File: config.mk
export PLATFORM = sky130hd
export DESIGN_NAME = escaped_frame_receiver
export DESIGN_NICKNAME = d
export VERILOG_FILES = /design/src/design/efr_pkg.sv /design/src/design/efr_datapath.sv /design/src/design/efr_controller.sv /design/src/design/escaped_frame_receiver.sv
export SDC_FILE = /design/constraint.sdc
export NUM_CORES = 1
export LEC_CHECK = 0
export BUFFER_PORTS_ARGS = -buffer_cell sky130_fd_sc_hd__buf_2
export CAP_MARGIN = 20
export CORE_UTILIZATION = 39
export CTS_BUF_LIST = sky130_fd_sc_hd__clkbuf_4
export DETAILED_ROUTE_END_ITERATION = 7
export PLACE_DENSITY_LB_ADDON = 0.2
export SLEW_MARGIN = 20
export SYNTH_ARGS = -nofsm -noshare
export SYNTH_HDL_FRONTEND = slang
export SYNTH_SLANG_ARGS = --single-unit
File: constraint.sdc
create_clock -name clock -period 5.3 [get_ports clock]
set_input_delay 0.795 -clock clock [delete_from_list [all_inputs] [get_ports clock]]
set_output_delay 0.795 -clock clock [all_outputs]
set_load 0.1 [all_outputs]
File: src/design/efr_pkg.sv
// Types and constants shared by the frame receiver controller and datapath.
package efr_pkg;

   // Special link bytes.
   localparam logic [7:0] StartByte  = 8'hDD;
   localparam logic [7:0] EscapeByte = 8'hCC;

   // Frame buffer geometry.
   localparam int StoreDepth = 64;
   localparam int AddrWidth  = $clog2(StoreDepth);
   localparam int CountWidth = AddrWidth + 1;

   // Receiver phases.
   typedef enum logic [2:0] {
      PH_IDLE,
      PH_SIZE,
      PH_DATA,
      PH_ESC,
      PH_READ,
      PH_SEND
   } phase_type;

   // Commands from the controller to the datapath.
   typedef struct packed {
      logic clear_frame;
      logic load_length;
      logic dec_length;
      logic store_byte;
      logic start_emit_data;
      logic start_emit_empty;
      logic read_byte;
      logic advance;
   } cmd_type;

   // Status from the datapath to the controller.
   typedef struct packed {
      logic is_start;
      logic is_escape;
      logic length_bad;
      logic store_full;
      logic frame_done;
      logic sum_ok;
      logic payload_none;
      logic last_byte;
   } status_type;

endpackage

File: src/design/efr_datapath.sv
// Frame receiver datapath: length, count, checksum, frame buffer and result register.
module efr_datapath #(
   parameter int MAX_FRAME = 64
) (
   input  logic                clock,
   input  logic                reset,
   input  logic [7:0]          rx_byte,
   input  efr_pkg::cmd_type    cmd,
   output efr_pkg::status_type status,
   output logic [7:0]          payload_byte,
   output logic                end_of_packet,
   output logic                empty_packet
);

   logic [7:0]                      remaining_ff, remaining_in;
   logic [efr_pkg::CountWidth-1:0]  count_ff, count_in;
   logic [7:0]                      sum_ff, sum_in;
   logic [efr_pkg::AddrWidth-1:0]   rd_idx_ff, rd_idx_in;
   logic                            empty_ff, empty_in;
   logic [7:0]                      byte_ff;
   logic [7:0]                      store_mem [efr_pkg::StoreDepth];

   // Status decoded from the incoming byte and the frame registers.
   always_comb begin
      status.is_start     = (rx_byte == efr_pkg::StartByte);
      status.is_escape    = (rx_byte == efr_pkg::EscapeByte);
      status.length_bad   = (rx_byte == 8'd0) || (rx_byte > 8'(MAX_FRAME));
      status.store_full   = count_ff[efr_pkg::CountWidth-1];
      status.frame_done   = (8'(count_ff) + 8'd1) >= remaining_ff;
      status.sum_ok       = (sum_ff == rx_byte);
      status.payload_none = (count_ff == '0);
      status.last_byte    = empty_ff ||
                            ((efr_pkg::CountWidth'(rd_idx_ff) +
                              efr_pkg::CountWidth'(2)) == count_ff);
   end

   // Next values of the frame control registers.
   always_comb begin
      remaining_in = remaining_ff;
      count_in     = count_ff;
      sum_in       = sum_ff;
      rd_idx_in    = rd_idx_ff;
      empty_in     = empty_ff;
      if (cmd.clear_frame) begin
         count_in = '0;
         sum_in   = '0;
      end
      if (cmd.load_length) begin
         remaining_in = rx_byte;
      end
      if (cmd.dec_length) begin
         remaining_in = remaining_ff - 8'd1;
      end
      if (cmd.store_byte) begin
         count_in = count_ff + efr_pkg::CountWidth'(1);
         sum_in   = sum_ff + rx_byte;
      end
      if (cmd.start_emit_data) begin
         rd_idx_in = '0;
         empty_in  = 1'b0;
      end
      if (cmd.start_emit_empty) begin
         empty_in = 1'b1;
      end
      if (cmd.advance) begin
         rd_idx_in = rd_idx_ff + efr_pkg::AddrWidth'(1);
      end
   end

   always_ff @(posedge clock) begin
      if (reset) begin
         remaining_ff <= '0;
         count_ff     <= '0;
         sum_ff       <= '0;
         rd_idx_ff    <= '0;
         empty_ff     <= 1'b0;
      end else begin
         remaining_ff <= remaining_in;
         count_ff     <= count_in;
         sum_ff       <= sum_in;
         rd_idx_ff    <= rd_idx_in;
         empty_ff     <= empty_in;
      end
   end

   // Frame buffer write port.
   always_ff @(posedge clock) begin
      if (cmd.store_byte) begin
         store_mem[count_ff[efr_pkg::AddrWidth-1:0]] <= rx_byte;
      end
   end

   // Registered read port feeding the result byte.
   always_ff @(posedge clock) begin
      if (cmd.start_emit_empty) begin
         byte_ff <= 8'd0;
      end else if (cmd.read_byte) begin
         byte_ff <= store_mem[rd_idx_ff];
      end
   end

   assign payload_byte  = byte_ff;
   assign end_of_packet = status.last_byte;
   assign empty_packet  = empty_ff;

endmodule

File: src/design/efr_controller.sv
// Frame receiver controller: phase state machine issuing datapath commands.
module efr_controller (
   input  logic                clock,
   input  logic                reset,
   input  logic                req_valid,
   output logic                req_ready,
   output logic                rsp_valid,
   input  logic                rsp_ready,
   input  efr_pkg::status_type status,
   output efr_pkg::cmd_type    cmd
);

   efr_pkg::phase_type phase_ff, phase_in;
   logic               req_fire;
   logic               start_hit;

   assign req_fire  = req_valid && req_ready;
   assign start_hit = status.is_start && (phase_ff != efr_pkg::PH_ESC);

   // Next phase.
   always_comb begin
      phase_in = phase_ff;
      unique case (phase_ff) inside
         efr_pkg::PH_IDLE: begin
            if (req_fire && start_hit) begin
               phase_in = efr_pkg::PH_SIZE;
            end
         end
         efr_pkg::PH_SIZE: begin
            if (req_fire) begin
               if (start_hit) begin
                  phase_in = efr_pkg::PH_SIZE;
               end else if (status.length_bad) begin
                  phase_in = efr_pkg::PH_IDLE;
               end else begin
                  phase_in = efr_pkg::PH_DATA;
               end
            end
         end
         efr_pkg::PH_DATA, efr_pkg::PH_ESC: begin
            if (req_fire) begin
               if (start_hit) begin
                  phase_in = efr_pkg::PH_SIZE;
               end else if (phase_ff == efr_pkg::PH_DATA && status.is_escape) begin
                  phase_in = efr_pkg::PH_ESC;
               end else if (status.store_full) begin
                  phase_in = efr_pkg::PH_IDLE;
               end else if (!status.frame_done) begin
                  phase_in = efr_pkg::PH_DATA;
               end else if (!status.sum_ok) begin
                  phase_in = efr_pkg::PH_IDLE;
               end else if (status.payload_none) begin
                  phase_in = efr_pkg::PH_SEND;
               end else begin
                  phase_in = efr_pkg::PH_READ;
               end
            end
         end
         efr_pkg::PH_READ: begin
            phase_in = efr_pkg::PH_SEND;
         end
         efr_pkg::PH_SEND: begin
            if (rsp_ready) begin
               phase_in = status.last_byte ? efr_pkg::PH_IDLE : efr_pkg::PH_READ;
            end
         end
         default: begin
            phase_in = efr_pkg::PH_IDLE;
         end
      endcase
   end

   always_ff @(posedge clock) begin
      if (reset) begin
         phase_ff <= efr_pkg::PH_IDLE;
      end else begin
         phase_ff <= phase_in;
      end
   end

   // Handshake and datapath commands.
   always_comb begin
      cmd       = '0;
      req_ready = 1'b0;
      rsp_valid = 1'b0;
      unique case (phase_ff) inside
         efr_pkg::PH_IDLE: begin
            req_ready       = 1'b1;
            cmd.clear_frame = req_fire && start_hit;
         end
         efr_pkg::PH_SIZE: begin
            req_ready       = 1'b1;
            cmd.clear_frame = req_fire && start_hit;
            cmd.load_length = req_fire && !start_hit && !status.length_bad;
         end
         efr_pkg::PH_DATA, efr_pkg::PH_ESC: begin
            req_ready       = 1'b1;
            cmd.clear_frame = req_fire && start_hit;
            if (req_fire && !start_hit) begin
               if (phase_ff == efr_pkg::PH_DATA && status.is_escape) begin
                  cmd.dec_length = 1'b1;
               end else if (!status.store_full) begin
                  cmd.store_byte = 1'b1;
                  if (status.frame_done && status.sum_ok) begin
                     cmd.start_emit_data  = !status.payload_none;
                     cmd.start_emit_empty = status.payload_none;
                  end
               end
            end
         end
         efr_pkg::PH_READ: begin
            cmd.read_byte = 1'b1;
         end
         efr_pkg::PH_SEND: begin
            rsp_valid   = 1'b1;
            cmd.advance = rsp_ready && !status.last_byte;
         end
         default: begin
            cmd = '0;
         end
      endcase
   end

endmodule

File: src/design/escaped_frame_receiver.sv
// The first result is offered after a frame-buffer read that follows acceptance of the checksum byte's request.
// Throughput: one request per cycle while receiving; each payload byte is then released through
// a frame-buffer read phase and a result phase, and requests are held off during release.
// An empty packet gives its single marker in the cycle after the checksum request is accepted.
// Reset (synchronous, active high) returns the receiver to waiting for a start byte.
// The frame buffer is not cleared; only entries written in the current frame are read.
module escaped_frame_receiver #(
   parameter int MAX_FRAME = 64
) (
   input  logic       clock,
   input  logic       reset,
   input  logic       req_valid,
   output logic       req_ready,
   input  logic [7:0] req_rx_byte,
   output logic       rsp_valid,
   input  logic       rsp_ready,
   output logic [7:0] rsp_payload_byte,
   output logic       rsp_end_of_packet,
   output logic       rsp_empty_packet
);

   efr_pkg::cmd_type    cmd;
   efr_pkg::status_type status;

   // Phase control.
   efr_controller u_controller (
      .clock     (clock),
      .reset     (reset),
      .req_valid (req_valid),
      .req_ready (req_ready),
      .rsp_valid (rsp_valid),
      .rsp_ready (rsp_ready),
      .status    (status),
      .cmd       (cmd)
   );

   // Frame registers and buffer.
   efr_datapath #(
      .MAX_FRAME (MAX_FRAME)
   ) u_datapath (
      .clock         (clock),
      .reset         (reset),
      .rx_byte       (req_rx_byte),
      .cmd           (cmd),
      .status        (status),
      .payload_byte  (rsp_payload_byte),
      .end_of_packet (rsp_end_of_packet),
      .empty_packet  (rsp_empty_packet)
   );

endmodule

After elaboration in Yosys (flattened, before gate mapping)
Memory sizes are Yosys's and may differ from the RTL's. A register that Yosys moved wholly into a read port is not among the register bits.
Cells that the tools add are included.
{ "word_totals": {"reg_bits": 33, "mem_bits_rw": 512, "elab_cells": 91, "n_memories": 1} }
{ "memory_table": {"columns": ["name", "depth", "word_bits", "read_ports", "rd_ports_with_merged_regs", "write_ports", "line_no", "source"], "rows": [
  ["u_datapath.store_mem", 64, 8, 1, 1, 1, "efr_datapath.sv:21", "logic [7:0] store_mem [efr_pkg::StoreDepth];"]
]} }
{ "op_classes": {"order_cmp": 2, "addsub": 6, "reduce_logical": 24, "n_eq_ne": 14, "muxes": 38} }
{ "ops": {"columns": ["op", "n"], "rows": [
  ["3-bit two-way mux", 12],
  ["8-bit two-way mux", 4],
  ["8-bit == test, second input constant", 2],
  ["3-bit one-hot mux with 5 select lines", 1],
  ["7-bit two-way mux", 2],
  ["1-bit two-way mux", 12],
  ["6-bit two-way mux", 2],
  ["7-bit by 1-bit adder with 8-bit output, second input constant", 1],
  ["8-bit adder", 1],
  ["8-bit == test", 1],
  ["8-bit >= comparator", 1],
  ["8-bit by 7-bit greater-than comparator with 1-bit output, second input constant", 1],
  ["1-bit logical AND", 8],
  ["8-bit zero test", 1],
  ["4-bit two-way mux", 2],
  ["2-bit nonzero test", 4],
  ["8-bit by 1-bit subtractor with 8-bit output, second input constant", 1],
  ["6-bit by 2-bit adder with 7-bit output, second input constant", 1],
  ["7-bit by 1-bit adder with 7-bit output, second input constant", 1],
  ["7-bit == test", 1],
  ["7-bit zero test", 1],
  ["6-bit by 1-bit adder with 6-bit output, second input constant", 1],
  ["3-bit by 2-bit == test with 1-bit output, second input constant", 2],
  ["3-bit == test, second input constant", 2],
  ["11 further kinds", 19]
]} }

Logic depth before layout (Yosys ltp)
{ "depth": {"word_depth": 10, "mapped_depth": 10} }

Modules after synthesis
From an unflattened synthesis, not the netlist that was laid out.
{ "hier_totals": {"hier_cells": 1304, "area_unflattened_um2": 22706.8} }
{ "modules_own_cells": {"columns": ["module", "seq_area_each_um2", "area_per_inst_um2", "instances", "cells_each"], "rows": [
  ["efr_datapath", 16135.5, 22382.7, 1, 1257],
  ["efr_controller", 60.1, 324.1, 1, 47]
]} }

Worst setup path after synthesis
OpenSTA, ideal clock, no wires.
{ "synth_timing": {"kind": "reg2out", "from": "register u_datapath.rd_idx_ff[1] in the netlist's numbering", "to": "output port rsp_end_of_packet", "n_path_buf": 0, "t_required_ns": 4.505, "stages_incl_launch_ff": 6, "arrival_ns": 2.146, "path_slack_ns": 2.359, "path_cell_list": "dfxtp_1 > ha_1 > and3b_1 > o22ai_1 > a2111oi_1 > a21o_1"} }
{ "synth_via": {"elab_chain_cells": 3} }
{ "synth_rtl": {"columns": ["element", "line_no", "source"], "rows": [
  ["start: declaration", "efr_datapath.sv:18", "logic [efr_pkg::AddrWidth-1:0] rd_idx_ff, rd_idx_in;"],
  ["start signal: assignment", "efr_datapath.sv:81", "rd_idx_ff <= rd_idx_in;"],
  ["6-bit by 2-bit adder with 7-bit output", "efr_datapath.sv:33", "((efr_pkg::CountWidth'(rd_idx_ff) +"],
  ["7-bit == test", "efr_datapath.sv:34", "efr_pkg::CountWidth'(2)) == count_ff);"],
  ["1-bit logical OR", "efr_datapath.sv:32", "status.last_byte = empty_ff ||"],
  ["end: declaration", "escaped_frame_receiver.sv:18", "output logic rsp_end_of_packet,"]
]} }
Every way passes these cells.

Worst setup path after layout
{ "layout_timing": {"from": "register u_datapath.rd_idx_ff[2] in the netlist's numbering", "to": "output port rsp_end_of_packet"} }
The elaborated chain is that of the path after synthesis.

==> results.md <==
| Metric | Reported |
|---|---|
| Result of the run | finished, final reports clean |
| Minimum setup slack after placement | 1.20 ns |
| Via count | 12500 |
| Achievable clock frequency | 213 MHz |
| # fillers | 4844 |
| Number of placed I/O pins | 24 |
| Die ar. | 58600 µm² |
| Maximum fanout encountered on the critical timing path | 43 |
| Sort of element at the end of the critical path | primary output |
| Flip-flop and latch count after synthesis | 553 |
| Number of gates resized after CTS | 0 |
| Setup TNS after final layout | 0 ns |
| Worst slew pin tran | 1.10 ns |
| Power density over the cells | 343 nW/µm² |
| Placed Area | 23500 µm² |
| Worst Slack Setup Final | 0.596 ns |
| Routed length per placed instance | 25.5 µm |
| Post-CTS setup buffer count | 0 |
| Clock skew after layout | 0.0593 ns |
| Met3 wire length | 3370 µm |
| CP Launch Type | register |
| Depth of the CTS H-tree | 4 |
| Final slew viol count | 0 |
| Post-Route M1 WL | 26500 µm |
| Area of the multi-input gates | 5860 µm² |
| Overall power | 8.72 mW |
| Final routed DRC violation total | 0 |
| Kind of path behind the tightest hold check | input port to register |
| Number of flops mapped to enable cells by yosys | 512 |
| Avg Vias per Cell | 5.52 |
| Clock network latency to the later pin of the worst-skew pair | 0.98 ns |
| Port Buf Inserts | 23 |
| RSZ-0062 raised after global routing | false |
| TritonCTS buffer count | 145 |
| Mean post-synth cell area | 17.6 µm² |
| Total length of routed met2 wires | 27000 µm |
| Global-route usage over all layers | 20.2% |
| Nets@finish | 1439 |
| Leading cell types in the layout, fill and taps excluded | 512 x edfxtp_1, 204 x clkbuf_4, 99 x nor2_1 |
| DRT iter0 DRCs | 1345 |
| Worst EP required | 4.51 ns |
| Number of instances in the synthesized netlist | 1278 |
| Maximum number of pins on one net before global-route repair | 69 |
| Final setup violation count | 0 |
| Proportion of synthesized flip-flops having asynchronous set or reset | 0% |
| Post-CTS Hold Buffers | 0 |
| IR Drop Worst-Case VDD | 0.000156 V |
| CTS root buffer | clkbuf_4 |
| Fin. Hold Viols | 0 |
| Post-synth design cell area | 22500 µm² |
| Number of cells in the design after placement | 2015 |
| Standard-cell row count | 87 |
| Unique masters post-synth | 66 |
| Effective utilization at floorplan | 39.7% |
| Clk pin slew, worst setup/hold paths | 0.06 ns |
| Final standard cell area without fillers | 25400 µm² |
| Number of nets with antenna violations after detailed routing | 0 |
| Commonest non-fill, non-tap cell in the layout | edfxtp_1 |
| Count of TritonRoute iterations in the first routing pass | 5 |
| Post-Route Hold Slack | 0.253 ns |
| Critical-path top delay cell | dfxtp_4 |
| Worst rel slew slack | 26.3% |
| RD Place Congestion | 0.848 |
| CTS sink count | 553 |
| Count of maximum capacitance violations | 0 |
| Routed Wire Length | 57900 µm |
| Reg-to-reg setup timing slack | 1.57 ns |
| Fraction of layout cells with a size suffix above 1 | 25.9% |
| Chip Height | 242 µm |
| Vias in the first global route | 12700 |
| Final clock period utilization by the worst path | 88.8% |
| Synthesis Warnings | 0 |
| Lkg Pwr | 7.79 nW |
| Post-Synthesis Net Count | 1311 |
| Cell count of the worst hold path | 4 |
| Prevailing post-synth register cell | edfxtp_1 |
| Hpwl dp | 35700 µm |
| Layout Area Growth over Synthesis | 13.0% |
| Minimum clock period | 4.70 ns |
| Wire length of the first global-routing pass | 86100 µm |
| Core region area | 56700 µm² |
| Congestion Overflow GR | 0 |
| Number of antenna violations at the first check in global routing | 2 |
| Final core utilization | 44.8% |
| Maximum count of clock buffers along a single path | 3 |
| Fin cells | 2275 |
| Crit path kind | register to primary output |
| Depth of the worst register-to-register path | 6 |
| Cell breakdown of the critical path | ha_1 > and3b_1 > o22ai_1 > a2111oi_1 > a21o_1 > buf_2 |
| Area taken by flip-flops and latches | 16200 µm² |
| Sequential-to-total area share from yosys stat | 72.0% |
| Clock tree from TritonCTS | yes |
| CP peak stage delay | 0.78 ns |
| Highest signal layer in the routed design | met4 |
| Die Span X | 242 µm |
| Signal arrival time at the worst endpoint | 3.91 ns |
[kinds of logic after synthesis]
family                     Yosys count  share of synthesized area [%]
and+or+nand+nor                    217                           4.72
xor gates and xnor gates            17                          0.662
adders and majority gates           21                           1.20
DFF                                553                           72.0
buffers and inverters               95                           2.02
muxes                              163                           12.7
AOI/OAI and AO/OA                  212                           6.68
[report_power, final]
group	internal (mW)	total, mW	switching [mW]
registers	4.76	4.76	0.0000961
logic	0.0148	0.113	0.0981
clock network	2.12	3.85	1.73
[synthesized netlist by cell type, drive strengths merged, types with 11 or more instances]
cell type,instances,share of area (%)
buf,33,0.98
nor3,11,0.24
dfxtp,41,3.6
nand3,20,0.45
mux4,98,9.8
ha,20,1.1
o221ai,14,0.55
a22o,14,0.55
xnor2,11,0.43
o22ai,19,0.53
a22oi,27,0.90
mux2i,64,2.8
nor2,100,1.7
clkbuf,42,0.70
edfxtp,512,68
a21oi,35,0.78
a211oi,48,1.6
inv,20,0.33
nand2,24,0.40
o21ai,20,0.45
[area by class of cell]
class,count,area share (%)
well taps,756,3.72
inverters,20,0.295
clock buffers,204,6.03
clock inverters,53,1.54
flip-flops and latches,553,63.8
diodes,3,0.0295
repair buffers,56,1.53
multi-input cells,630,23.1
[flip-flops by register name, indices dropped and copies added, names as in the netlist]
signal and count:
u_datapath.remaining_ff 8, u_datapath.payload_byte 8, u_datapath.count_ff 7, u_datapath.store_mem 512, u_datapath.rd_idx_ff 6, u_datapath.empty_packet 1, u_controller.phase_ff 3, u_datapath.sum_ff 8
[routing by layer]
layer | up-vias | global-route usage (%)
met5 | - | 0
met4 | 0 | 6.11
met3 | 88 | 5.13
met2 | 444 | 30.6
met1 | 6456 | 28.7
li1 | 5560 | -
[critical path, delay by kind of cell, from the launching register on]
| family | cells | cell delay, ns |
|---|---|---|
| AOI/OAI and AO/OA | 3 | 1.08 |
| DFF | 1 | 0.78 |
| buffers and inverters | 1 | 0.45 |
| adders and majority gates | 1 | 0.42 |
| and+or+nand+nor | 1 | 0.20 |
[path summary, 6_finish.rpt]
kind	to	start
hold / removal	u_controller.phase_ff[2]	rsp_ready
setup / recovery	rsp_end_of_packet	u_datapath.rd_idx_ff[2]
hold reg to reg	u_datapath.remaining_ff[5]	u_datapath.remaining_ff[5]
setup reg to reg	u_datapath.store_mem[30][2]	u_controller.phase_ff[1]
Power figures use the tool's default switching activity.
